`config.mk`:
```
export PLATFORM = sky130hd
export DESIGN_NAME = cpc_front
export DESIGN_NICKNAME = d
export VERILOG_FILES = /design/src/hdl/cartesian_polar_converter_assert.svh /design/src/hdl/cpc_pkg.sv /design/src/hdl/cpc_front.sv
export SDC_FILE = /design/constraint.sdc
export NUM_CORES = 1
export LEC_CHECK = 0
export BUFFER_PORTS_ARGS = -buffer_cell sky130_fd_sc_hd__buf_2
export CAP_MARGIN = 20
export CELL_PAD_IN_SITES_DETAIL_PLACEMENT = 1
export CELL_PAD_IN_SITES_GLOBAL_PLACEMENT = 1
export CORE_MARGIN = 2
export CORE_UTILIZATION = 26
export DETAILED_ROUTE_END_ITERATION = 7
export MAX_ROUTING_LAYER = met4
export PLACE_DENSITY = 0.87
export SETUP_SLACK_MARGIN = 0.2
export SLEW_MARGIN = 20
export SYNTH_ARGS = -nofsm -noshare
export SYNTH_HDL_FRONTEND = slang
export SYNTH_SLANG_ARGS = --single-unit
```
`constraint.sdc`:
```
create_clock -name vclk -period 1.9
set_input_delay 0.095 -clock vclk [all_inputs]
set_output_delay 0.095 -clock vclk [all_outputs]
set_load 0.005 [all_outputs]
```
`src/hdl/cartesian_polar_converter_assert.svh`:
```
// assertion macros shared by the checking code of the converter
`ifndef CARTESIAN_POLAR_CONVERTER_ASSERT_SVH
`define CARTESIAN_POLAR_CONVERTER_ASSERT_SVH

// same-cycle implication
`define CPC_ASSERT_IMP(label, ante, cons) \
	label: assert property (@(posedge clk) disable iff (!arst_n) (ante) |-> (cons)) \
		else $error("converter check failed");

// next-cycle implication
`define CPC_ASSERT_NXT(label, ante, cons) \
	label: assert property (@(posedge clk) disable iff (!arst_n) (ante) |=> (cons)) \
		else $error("converter check failed");

`endif

```
`src/hdl/cpc_pkg.sv`:
```
// ----------------------------------------------------------------------------
// cpc_pkg
// Shared constants, opcodes and the arctangent table of the converter.
// ----------------------------------------------------------------------------
`timescale 1ns / 1ps

package cpc_pkg;

	localparam int DEF_ITERATIONS = 16;
	localparam int DEF_DATA_WIDTH = 16;
	localparam int GUARD_BITS     = 3;
	localparam int TABLE_LEN      = 24;
	localparam int QUEUE_DEPTH    = 4;

	localparam logic OP_RECT_TO_POLAR = 1'b0;
	localparam logic OP_POLAR_TO_RECT = 1'b1;

	localparam logic [29:0] INVK      = 30'd652032874;
	localparam logic [31:0] QUARTER   = 32'h4000_0000;
	localparam logic [31:0] HALF_TURN = 32'h8000_0000;
	localparam logic [31:0] ANG_RND   = 32'h0000_8000;

	localparam logic [31:0] ATAN_TABLE [TABLE_LEN] = '{
		32'd536870912, 32'd316933405, 32'd167458907, 32'd85004756,
		32'd42667331,  32'd21354465,  32'd10679838,  32'd5340245,
		32'd2670163,   32'd1335087,   32'd667544,    32'd333772,
		32'd166886,    32'd83443,     32'd41722,     32'd20861,
		32'd10430,     32'd5215,      32'd2608,      32'd1304,
		32'd652,       32'd326,       32'd163,       32'd81
	};

	// op, zero flag, x, y and the 32-bit angle
	function automatic int item_bits(input int dw);
		return 2 * (dw + GUARD_BITS) + 34;
	endfunction

endpackage

```
`src/hdl/cpc_front.sv`:
```
// ----------------------------------------------------------------------------
// cpc_front
// Accepts transactions, scales operands and sets up the first CORDIC vector.
// ----------------------------------------------------------------------------
`timescale 1ns / 1ps

module cpc_front import cpc_pkg::*; #(
	parameter int DATA_WIDTH = DEF_DATA_WIDTH
) (
	input  logic                                  push,
	output logic                                  full,
	input  logic                                  opcode,
	input  logic signed [15:0]                    first_in,
	input  logic signed [15:0]                    second_in,
	input  logic                                  q_full,
	output logic                                  q_wr,
	output logic [item_bits(DATA_WIDTH)-1:0]      q_wdata
);

	localparam int W  = DATA_WIDTH + GUARD_BITS;
	localparam int F  = DATA_WIDTH - 2;
	localparam int UP = (F >= 14) ? F - 14 : 0;
	localparam int DN = (F < 14) ? 14 - F : 0;

	typedef struct packed {
		logic                op;
		logic                zero;
		logic signed [W-1:0] x;
		logic signed [W-1:0] y;
		logic [31:0]         z;
	} cordic_t;

	function automatic logic signed [W-1:0] to_internal(input logic signed [15:0] q);
		logic signed [W-1:0] e;
		e = W'(q);
		return (e <<< UP) >>> DN;
	endfunction

	cordic_t             item;
	logic signed [W-1:0] a;
	logic signed [W-1:0] b;
	logic [31:0]         zr;

	always_comb begin
		a  = to_internal(first_in);
		b  = to_internal(second_in);
		zr = {second_in, 16'h0000};
		item      = '0;
		item.op   = opcode;
		if (opcode == OP_RECT_TO_POLAR) begin
			item.zero = (a == '0) && (b == '0);
			item.x    = a;
			item.y    = b;
			item.z    = '0;
			if (a[W-1]) begin
				if (!b[W-1]) begin
					item.x = b;
					item.y = -a;
					item.z = QUARTER;
				end else begin
					item.x = -b;
					item.y = a;
					item.z = 32'(0) - QUARTER;
				end
			end
		end else begin
			item.zero = 1'b0;
			item.x    = a;
			item.y    = '0;
			item.z    = zr;
			if (((zr + QUARTER) & HALF_TURN) != '0) begin
				item.x = -a;
				item.z = zr + HALF_TURN;
			end
		end
	end

	assign full    = q_full;
	assign q_wr    = push && !q_full;
	assign q_wdata = item;

endmodule

```
==> impl_metrics.toml <==
[global_routing]
grt_overflow = 0
grt_pass1_vias = 2637
grtUsageTotal = 0.2234
met2_usage = 0.4020
antenna_found_initial = 0
grtUsageMet1 = 0.2755
met3_usage = 0.01829
grt_start_max_net_pins = 34
gr-max-usage-layer = "met2"
grt_pass1_wl_mm = 13.17

[cells_and_area]
multi_input_area_um2 = 1918
register_area_um2 = 0
clockBufferCount = 0
instances_no_fill = 484
seq_cells = 0
fillers = 822
final_area_um2 = 3048
antenna_cells = 0
areaGrowthSynthToFinish_pct = 76.01
finish.utilization = 0.4773
drive_above_1_share = 0.5455
nets = 449

[critical_path]
critPathArrivalTime_ns = 1.87
path_common_cell = "o21ai_1"
critPathMaxFanout = 4
cp-startpoint = "first_in[1]"
setup.worst_path.end = "q_wdata[64]"
max_stage_delay_ns = 0.60
path_depth = 9
cp_top_family = "simple AND/OR/NAND/NOR gates"
critPathRequiredTime_ns = 1.80
path_cells = "buf_8 > buf_6 > or4_4 > o41ai_2 > buf_4 > xnor2_1 > o21ai_1 > o21ai_1 > buf_2"
start_kind = "input port"
end_kind = "output pin"
cp_num_buf_inv = 4
critical_path_class = "in2out"
slowest_stage = "or4_4"

[min_path]
hold_path_class = "in2out"

[detailed_routing]
wl_mm = 8.705
drc = 0
dr.pass1.iters = 4
ant_nets = 0
num_vias = 2554
avgRoutedWirePerCell_um = 17.99
drt-vias-per-instance = 5.277
drt-initial-drc-count = 107

[synthesis]
yosysSeqAreaShare = 0
yosysMostFrequentCell = "nor2_1"
syn_inst = 280
synth.area.top_cells = "nor2_1 (9.3%), xnor2_1 (8.1%), buf_4 (7.8%), a21oi_1 (6.4%), o21ai_0 (5.8%)"
synth_top_area_frac = 0.09321
synth_area_um2 = 1732
synth_top_cell_by_area = "nor2_1"
yosys-top-cells-count = "nor2_1 (43), a21oi_1 (22), o21ai_0 (20)"
avgSynthCellArea_um2 = 6.185
synth_cell_types = 47
ys_warn_count = 0

[die]
coreArea_um2 = 6386
die_w_um = 85.61
die_h_um = 85.61
rows = 29
die-area_um2 = 7329
initial_core_util = 0.2712
ios = 109

[timing]
max_slew.worst_pin.slew_ns = 0.5253
finalSetupViolations = 2
setup_slack_ns = -0.06564
slew_headroom = 0.6490
fmax_mhz = 508.7
tns_ns = -0.07529
period_share = 1.035
finalHoldViolCount = 0
slew_viol_final = 0
period_minus_slack_ns = 1.966
grt_setup_unrepaired = "true"

[placed_design]
placed_cells = 475
dp_hpwl_mm = 6.046
place_area_um2 = 2509
io_buffers = 93
globalplace.congestion = 0.9110

[outcome]
violations = "negative setup slack"
status = "complete, but fails checks"

[power_and_ir_drop]
p_per_area_nw_per_um2 = 240.7
p_leak_nw = 1.377
power_mw = 0.7335
ir_worst_vdd_mv = 0.1072

[clock_network]
postCtsHoldBufs = 0

[flow_run]
maxCapViolations = 0
-- per-stage QoR --
stage	hold slack [ns]	worst slack [ns]
3_3_place_gp	0.3705	-0.08605
2_1_floorplan	0.2202	0.2149
4_1_cts	0.3741	-0.03320
3_5_place_dp	0.3741	-0.1491
6_report	0.3757	-0.06564
5_1_grt	0.3920	-0.1397
-- cell type report --
cell class / count / share of cell area
multi-input cells: 248 / 0.6293
repair buffers: 148 / 0.3206
inverters: 11 / 0.01847
well taps: 77 / 0.03161
-- worst min path at each step --
stage	startpoint	to	slack [ns]	cells past startpoint
finish	q_full	full	0.38	2
CTS	q_full	full	0.37	2
floorplan	q_full	q_wr	0.22	1
global route	q_full	full	0.39	2
global placement	q_full	full	0.37	2
detailed placement	q_full	full	0.37	2
-- power breakdown --
| part | switching, mW | internal, mW |
|---|---|---|
| clock | 0 | 0 |
| sequential | 0 | 0 |
| combinational | 0.396 | 0.337 |
-- layer usage --
metal  routed length [µm]  up-vias
met4                   76        0
li1                     -     1229
met2                 4572       81
met5                    0        -
met3                  408        6
met1                 3647     1238
-- logic make-up (layout without fill, tap and decap cells) --
group	after synthesis	in the layout	synth area share
AO/OA/AOI/OAI	83	83	0.3092
XOR/XNOR	23	23	0.1163
adder cells (fa/ha/maj)	5	5	0.03613
buffers and inverters	47	159	0.1438
multiplexers	9	9	0.05491
other	1	16	0.002166
AND/OR/NAND/NOR	112	112	0.3374
-- layout by cell type, fill, tap and decap left out, types with 3 or more instances in the layout --
cell      synthesis  final
and2_1           13     12
buf_4            18     45
o21ai_1           3      8
mux2i_1           5      5
a21oi_1          22     12
nor4_4            1      3
a211oi_1         11      7
o21ai_0          20     10
conb_1            1     16
xor2_1            7      6
nor3_4            0      3
ha_4              0      3
or4_4             1      3
buf_8             0      3
nor2_1           43     39
nor3_2            2      3
a311oi_1          4      3
o21ai_2           0      5
xnor2_1          16     15
a211oi_2          0      4
a31oi_1           4      3
inv_1             9      4
nand2_1          16     14
or3_1             9      7
a21oi_2           0     10
mux2_4            0      3
buf_6             0     15
o22ai_1           4      4
nor2_4            0      4
nand3_1           6      4
buf_2             4     85
-- timing repair --
item	in CTS	in global routing
resized for setup	70	42
pin swaps	25	10
setup endpoints to repair	26	27
buffers inserted	5	4
(Power assumes the default switching activity.)
