File: src/hdl/cartesian_polar_converter_assert.svh
// assertion macros shared by the checking code of the converter
`ifndef CARTESIAN_POLAR_CONVERTER_ASSERT_SVH
`define CARTESIAN_POLAR_CONVERTER_ASSERT_SVH

// same-cycle implication
`define CPC_ASSERT_IMP(label, ante, cons) \
	label: assert property (@(posedge clk) disable iff (!arst_n) (ante) |-> (cons)) \
		else $error("converter check failed");

// next-cycle implication
`define CPC_ASSERT_NXT(label, ante, cons) \
	label: assert property (@(posedge clk) disable iff (!arst_n) (ante) |=> (cons)) \
		else $error("converter check failed");

`endif

File: src/hdl/cpc_pkg.sv
// ----------------------------------------------------------------------------
// cpc_pkg
// Shared constants, opcodes and the arctangent table of the converter.
// ----------------------------------------------------------------------------
`timescale 1ns / 1ps

package cpc_pkg;

	localparam int DEF_ITERATIONS = 16;
	localparam int DEF_DATA_WIDTH = 16;
	localparam int GUARD_BITS     = 3;
	localparam int TABLE_LEN      = 24;
	localparam int QUEUE_DEPTH    = 4;

	localparam logic OP_RECT_TO_POLAR = 1'b0;
	localparam logic OP_POLAR_TO_RECT = 1'b1;

	localparam logic [29:0] INVK      = 30'd652032874;
	localparam logic [31:0] QUARTER   = 32'h4000_0000;
	localparam logic [31:0] HALF_TURN = 32'h8000_0000;
	localparam logic [31:0] ANG_RND   = 32'h0000_8000;

	localparam logic [31:0] ATAN_TABLE [TABLE_LEN] = '{
		32'd536870912, 32'd316933405, 32'd167458907, 32'd85004756,
		32'd42667331,  32'd21354465,  32'd10679838,  32'd5340245,
		32'd2670163,   32'd1335087,   32'd667544,    32'd333772,
		32'd166886,    32'd83443,     32'd41722,     32'd20861,
		32'd10430,     32'd5215,      32'd2608,      32'd1304,
		32'd652,       32'd326,       32'd163,       32'd81
	};

	// op, zero flag, x, y and the 32-bit angle
	function automatic int item_bits(input int dw);
		return 2 * (dw + GUARD_BITS) + 34;
	endfunction

endpackage

File: src/hdl/cpc_queue.sv
// ----------------------------------------------------------------------------
// cpc_queue
// Short shifting queue between the front and the CORDIC back end.
// ----------------------------------------------------------------------------
`timescale 1ns / 1ps

module cpc_queue import cpc_pkg::*; #(
	parameter int WIDTH = item_bits(DEF_DATA_WIDTH)
) (
	input  logic             clk,
	input  logic             arst_n,
	input  logic             wr,
	input  logic [WIDTH-1:0] wdata,
	input  logic             rd,
	output logic [WIDTH-1:0] head,
	output logic             full,
	output logic             empty
);

	localparam int D  = QUEUE_DEPTH;
	localparam int AW = (D > 1) ? $clog2(D) : 1;
	localparam int CW = $clog2(D + 1);

	logic [WIDTH-1:0] ent_q [D];
	logic [CW-1:0]    count_q;
	logic [CW-1:0]    wr_pos;
	logic [AW-1:0]    wr_idx;

	assign full   = (count_q == CW'(D));
	assign empty  = (count_q == '0);
	assign head   = ent_q[0];
	assign wr_pos = rd ? count_q - CW'(1) : count_q;
	assign wr_idx = wr_pos[AW-1:0];

	always_ff @(posedge clk or negedge arst_n) begin
		if (!arst_n) begin
			count_q <= '0;
		end else begin
			count_q <= count_q + CW'(wr) - CW'(rd);
		end
	end

	always_ff @(posedge clk) begin
		for (int i = 0; i < D - 1; i++) begin
			if (wr && (wr_idx == AW'(i))) begin
				ent_q[i] <= wdata;
			end else if (rd) begin
				ent_q[i] <= ent_q[i + 1];
			end
		end
		if (wr && (wr_idx == AW'(D - 1))) begin
			ent_q[D - 1] <= wdata;
		end
	end

endmodule

File: config.mk
export PLATFORM = sky130hd
export DESIGN_NAME = cpc_queue
export DESIGN_NICKNAME = d
export VERILOG_FILES = /design/src/hdl/cartesian_polar_converter_assert.svh /design/src/hdl/cpc_pkg.sv /design/src/hdl/cpc_queue.sv
export SDC_FILE = /design/constraint.sdc
export NUM_CORES = 1
export LEC_CHECK = 0
export ABC_AREA = 1
export ABC_CLOCK_PERIOD_IN_PS = 9700
export BUFFER_PORTS_ARGS = -buffer_cell sky130_fd_sc_hd__buf_2
export CORE_MARGIN = 3
export CORE_UTILIZATION = 40
export CTS_CLUSTER_SIZE = 28
export DETAILED_ROUTE_END_ITERATION = 8
export GPL_TIMING_DRIVEN = 0
export HOLD_SLACK_MARGIN = 0.12
export SYNTH_ARGS = -nofsm -noshare
export SYNTH_HDL_FRONTEND = slang
export SYNTH_SLANG_ARGS = --single-unit
export TNS_END_PERCENT = 5
File: constraint.sdc
create_clock -name clk -period 9.7 [get_ports clk]
set_input_delay 1.94 -clock clk [delete_from_list [all_inputs] [get_ports clk]]
set_output_delay 1.94 -clock clk [all_outputs]
set_load 0.02 [all_outputs]
==> impl_results.md, run 1 <==
- Placed instance count: 1633
- Final Wtd Congestion: between 0.7 and 0.8
- Clk pin slew, worst setup/hold paths: 0.06 ns
- Area of the multi-input gates: between 0.003 and 0.004 sq mm
- Reg2reg start: count_q[1]
- Ant diodes: 0
- Syn Area/Cell: approximately 12 sq um
- Detailed Route WL: slightly below 30000 um
- Final setup fails: 0
- Hold WC Path Type: flop to flop
- Filler cell count: 2883
- Pwr Total: between 4000 and 5000 uW
- WL/cell: ~17 um
- Worst reg-to-reg setup slack: 7.11 ns
- Unique masters post-synth: 22
- Setup tns final: 0 ns
- CP Cell Sequence: inv_2 > ha_1 > inv_1 > nor2_1 > buf_2
- Most used DFF post-synth: edfxtp_1
- Hold EP: ent_q[2][6]
- DRT antenna net count: 0
- Initial antenna violation count: 1
- Warnings, synthesis: 0
- Clk sinks: just under 300
- Largest net degree at the start of global routing: 43
- Outcome: completed
- CTS max path bufs: 3
- Fin crit share: about 38%
- Setup bufs post-CTS: 0
- Non-filler cells, final: roughly 1.7k
- GRT Total Usage: around 17%
- Global-route wire length before repair: around 47000 um
- # DRC: 0
- Final hold vios: 0
- Vias in the first global route: roughly 8.4k
- Slew Viols, Final: 0
- Max Cap Viol: 0
- Sequential area share after synthesis: between 60% and 70%
- CP Launch Type: flop
- Core box area: 0.0318 sq mm
- Post-DP Area: 0.0145 sq mm
- Relative slew slack: a little over three fifths
- Clock Latency Late Sink: between 0.5 and 0.6 ns
- Final Cell Area: 0.0155 sq mm
- Gate Count Post-Synth: about 1.0k
- CP bufs+invs: 3
- # IOs: 150
- Crit end category: output pin
- Mapped Nets: ~1.1k
- Cell taking the most area after synthesis: edfxtp_1
- Layout cells sized above 1: 33.6%
- CP max FO: 4
- Arr. time, crit path: ~1.7 ns
- Tmin final: approximately 3.7 ns
- Vias: between 8k and 9k
- Top-count cell post-synth: nand2_1
- R2R cell count: 9
- Gr ovfl total: 0
- # resized after CTS: 0
- TritonCTS clock tree: built
- Initial Util: 41.0%
- RSZ-0062 raised after global routing: false
- Critical Path RT: a little under 8 ns
- Sequential cell area: between 0.008 and 0.009 sq mm
- Fraction of registers with async set/reset: between 1 and 1.5%
- Clk_skew: around 0.012 ns
- CTS Hold Bufs: 0
- Family with the most delay on the worst path: flip-flops
- CTS buffer count: 31
- Vias per std cell: around 4.8
- Fin nets: around 1.3k
- Initial DRC count: 381
- Worst-margin pin slew: roughly 0.55 ns
- DIE HEIGHT: ~190 um
- Mapped cell area: roughly 0.013 sq mm
- PwrDens: 267 mW/mm^2
- Max VDD drop: ~170 uV
- Pre-antenna DRT Iters: 7
- Kind of critical path: flop to output pin
- Share of the synthesized area in the top cell type: 66.4%
- Post-synthesis register bit count: between 200 and 300
- Synth cell count leaders: 439 x nand2_1, 288 x edfxtp_1, 139 x nand3_2
- Post-DP HPWL: roughly 19000 um
- Row count: 65
- Crit-path slowest cell: dfrtp_1
- Port bufs: 149
- Area added between synthesis and finish: 18.8%
- Die ar.: roughly 0.035 sq mm
- Chip width: about 190 um
- EDFF count, synth: 288
- FMAX: ~0.27 GHz
- CP peak stage delay: ~0.47 ns
- Htree depth: 1
- Hold depth: 2
- R2R Path End: ent_q[1][22]
- Leakage: around 0.0066 uW
- Synth area leaders: edfxtp_1 66%, nand2_1 13%, nand3_2 11%, nand3_1 3.0%, buf_12 2.3%
- Hold_sp: ent_q[3][6]
- Finished Core Util: 48.7%
- Clock Root Buffer: clkbuf_16
metrics by stage:
| stage | setup WS, ns | hold WS [ns] |
|---|---|---|
| finish | 6.04 | 0.540 |
| global route | 5.98 | 0.563 |
| CTS | 6.01 | 0.542 |
| detailed placement | 5.53 | 0.533 |
| global placement | 0.606 | 0.526 |
| floorplan | 3.13 | 0.524 |
logic make-up (layout without fill, tap and decap cells):
logic type / after synthesis / count (layout) / synth area share [%]
compound gates: 1 / 1 / 0.0384
buf+inv: 80 / 292 / 5.43
xor+xnor: 3 / 3 / 0.202
flops: 291 / 291 / 67.0
simple gates: 665 / 665 / 27.0
fa+ha+maj: 3 / 3 / 0.346
power breakdown:
group	switching [uW]	total, uW	internal [uW]
registers	103	1900	1800
clock network	486	1150	659
logic	696	1090	396
tightest hold or removal path, cell delays in order, from the launching register on:
cell	delay, ns
edfxtp_1	0.32
nand3_1	0.07
nand2_1	0.06
placed cells by master, fill, tap and decap left out, drive strengths merged:
master | netlist | final
clkinvlp | 0 | 1
clkinv | 0 | 19
ha | 2 | 2
nor2 | 2 | 2
fa | 1 | 1
a21oi | 1 | 1
nand3 | 219 | 219
clkbuf | 0 | 33
bufinv | 0 | 3
xnor2 | 3 | 3
buf | 70 | 225
inv | 10 | 11
edfxtp | 288 | 288
nand2 | 444 | 444
dfrtp | 3 | 3
worst max-delay path by stage:
stage | from | depth (start not counted) | to | slack, ns
2_1_floorplan | rd | 4 | ent_q[3][0] | 3.13
3_3_place_gp | rd | 5 | ent_q[3][38] | 0.61
3_5_place_dp | rd | 8 | ent_q[1][26] | 5.53
4_1_cts | count_q[1] | 5 | empty | 6.01
5_1_grt | count_q[1] | 5 | empty | 5.98
6_report | count_q[1] | 5 | empty | 6.04
state kept, by name, indices dropped and copies added (netlist names):
| register | count |
|---|---|
| count_q | 3 |
| ent_q | 288 |
layer usage:
layer  global-route usage [%]  part of all wire (%)  vias to the layer above
met5                        0                 0.069                        -
met4                     3.63                   1.9                        2
met2                     29.0                    49                      203
li1                         -                     -                     3987
met3                     2.82                   5.4                       39
met1                     22.4                    44                     3914
layout make-up:
type / instances / area share, %
Sequential cell: 291 / 56.4
Multi-Input combinational cell: 672 / 23.5
Timing Repair Buffer: 155 / 5.79
Clock buffer: 33 / 5.06
Buffer: 70 / 4.31
Tap cell: 435 / 3.52
Clock inverter: 24 / 1.22
Inverter: 10 / 0.259
No activity file was read; power rests on OpenSTA's default activity.
==> run 2: changes to the inputs <==
ABC_CLOCK_PERIOD_IN_PS = 3000   (was 9700)
clock period = 3 ns   (was 9.7 ns; I/O delays follow)
==> run 2 against run 1 <==
Compared with the run above:
- power increased to 3.2 times the previous value
- critical path depth increased by 4
- register-to-register slack got worse by 6.7 ns
- critical path type is now flop to flop
- highest routed layer unchanged
==> impl_results.md, run 2 (synthesis results as in run 1) <==
- Worst Hold Margin: 0.271 ns (-0.269 ns)
- Slew Viols, Final: 0 (unchanged)
- Fin crit share: 84.7%
- Post-DP Area: 0.0145 sq mm (-0.24%)
- Detailed Route WL: 28500 um (-2.2%)
- Most common cell after layout, fill and taps aside: nand2_1
- Clock Latency Late Sink: 0.55 ns (about the same)
- Clk pin slew, worst setup/hold paths: 0.06 ns (about the same)
- Crit path depth: 9 (+4)
- # resized after CTS: 0 (unchanged)
- Final hold vios: 0 (unchanged)
- Hold WC Path Type: input port to flop
- Largest net degree at the start of global routing: 42 (-2.3%)
- Vias in the first global route: 8312 (-0.59%)
- PwrDens: 853 mW/mm^2 (+220%)
- Final setup fails: 0 (unchanged)
- Gr ovfl total: 0 (unchanged)
- GRT Total Usage: 16.5% (-0.26 points)
- Port bufs: 149 (unchanged)
- Crit path top cell by count: buf_12
- Die ar.: 0.0348 sq mm (unchanged)
- Setup tns final: 0 ns (unchanged)
- Max VDD drop: 474 uV (+180%)
- CTS max path bufs: 3 (unchanged)
- Layout cells sized above 1: 33.5% (-0.13 points)
- Final Cell Area: 0.0154 sq mm (-0.54%)
- CTS buffer count: 31 (unchanged)
- Vias per std cell: 4.80 (-0.41%)
- RSZ-0062 raised after global routing: false
- Outcome: completed
- WL/cell: 16.9 um (-2.2%)
- Clk sinks: 291 (unchanged)
- Ant diodes: 0 (unchanged)
- R2R cell count: 9 (unchanged)
- # IOs: 150 (unchanged)
- TritonCTS clock tree: built
- Vias: 8107 (-0.47%)
- Global-route wire length before repair: 46200 um (-1.4%)
- Max Cap Viol: 0 (unchanged)
- Tmin final: 2.54 ns
- Hold depth: 2 (unchanged)
- Kind of critical path: flop to flop
- Largest regs: ent_q: 288 flops, count_q: 3 flops
- Crit end category: flop
- Family with the most delay on the worst path: buffers and inverters
- Initial antenna violation count: 3 (+2)
- Htree depth: 1 (unchanged)
- Critical Path RT: 3.23 ns (-4.53 ns)
- Worst-margin pin slew: 0.838 ns (+0.289 ns)
- Chip width: 186 um (unchanged)
- Clk_skew: 0.0127 ns (+0.000583 ns)
- Pwr Total: 13100 uW (+220%)
- Crit-path slowest cell: dfrtp_1
- CP peak stage delay: 0.49 ns (+0.02 ns)
- Setup bufs post-CTS: 0 (unchanged)
- Clock Root Buffer: clkbuf_16
- Row count: 65 (unchanged)
- DIE HEIGHT: 186 um (unchanged)
- Fin worst setup slack: 0.458 ns (-5.58 ns)
- Leakage: 0.00659 uW (-0.65%)
- Final Wtd Congestion: 0.760 (+1.4%)
- Number of flip-flops in the largest register: 288 (unchanged)
- # DRC: 0 (unchanged)
- Arr. time, crit path: 2.77 ns (+1.05 ns)
- FMAX: about 0.39 GHz
- CP bufs+invs: 5 (+2)
- Core box area: 0.0318 sq mm (unchanged)
- Area added between synthesis and finish: 18.1%
- Pre-antenna DRT Iters: 4 (-3)
- Initial DRC count: 513 (+35%)
- Most frequent cells in the layout: 436 x nand2_1, 288 x edfxtp_1, 184 x buf_2
- Worst slack, placed: 0.185 ns (-5.35 ns)
- Post-DP HPWL: 18800 um (-0.58%)
- CP Launch Type: flop
- CP max FO: 41 (+37)
- CTS Hold Bufs: 1 (+1)
- Initial Util: 41.0% (unchanged)
- Fin nets: 1310 (unchanged)
- CP Cell Sequence: inv_2 > ha_1 > inv_1 > nand2_2 > nand3_4 > buf_12 > buf_12 > nand2_4 > buf_12
- DRT antenna net count: 0 (unchanged)
- Most flops, register: ent_q
- Relative slew slack: 44.0% (-19 points)
==> run 2: cell type report <==
type	instances	area (sq um)
inverters	10	40.0
plain buffers	70	667
flip-flops and latches	291	8720
clock inverters	18	111
clock buffers	38	802
fillers	2880	16400
well taps	435	544
multi-input cells	672	3630
repair buffers	155	871
==> run 2: where the power goes <==
group | internal, uW | leakage [uW] | switching [uW]
registers | 5810 | 0.00287 | 333
clock network | 1970 | 0.000447 | 1530
logic | 1260 | 0.00327 | 2230
==> run 2: final timing paths <==
kind / start / end / slack, ns
min in group asynchronous: arst_n / count_q[1] / 0.42
max in group asynchronous: arst_n / count_q[2] / 2.46
worst min register to register: ent_q[3][34] / ent_q[2][34] / 0.54
worst max-delay path: count_q[1] / ent_q[0][35] / 0.46
worst max register to register: count_q[1] / ent_q[0][35] / 0.46
worst min-delay path: wr / count_q[0] / 0.27
==> run 2: per-layer routing <==
metal | global-route usage, % | vias to the layer above | wire, um
li1 | - | 3978 | -
met1 | 22.2 | 3892 | 12900
met2 | 27.6 | 187 | 13600
met3 | 3.12 | 46 | 1400
met4 | 4.54 | 4 | 581
met5 | 0 | - | 36
==> run 2: through the flow <==
| step | std cells | utilization [%] |
|---|---|---|
| 2_1_floorplan | 1043 | - |
| 3_3_place_gp | 1627 | 45.1 |
| 3_5_place_dp | 1632 | 45.5 |
| 4_1_cts | 1689 | 48.4 |
| 5_1_grt | 1689 | 48.4 |
| 6_report | 1689 | 48.4 |
==> run 2: worst register-to-register path, delay by kind of cell, from the launching register on <==
family | cells | cell delay, ns
fa+ha+maj | 1 | 0.29
buf+inv | 5 | 0.75
flops | 1 | 0.49
simple gates | 3 | 0.65
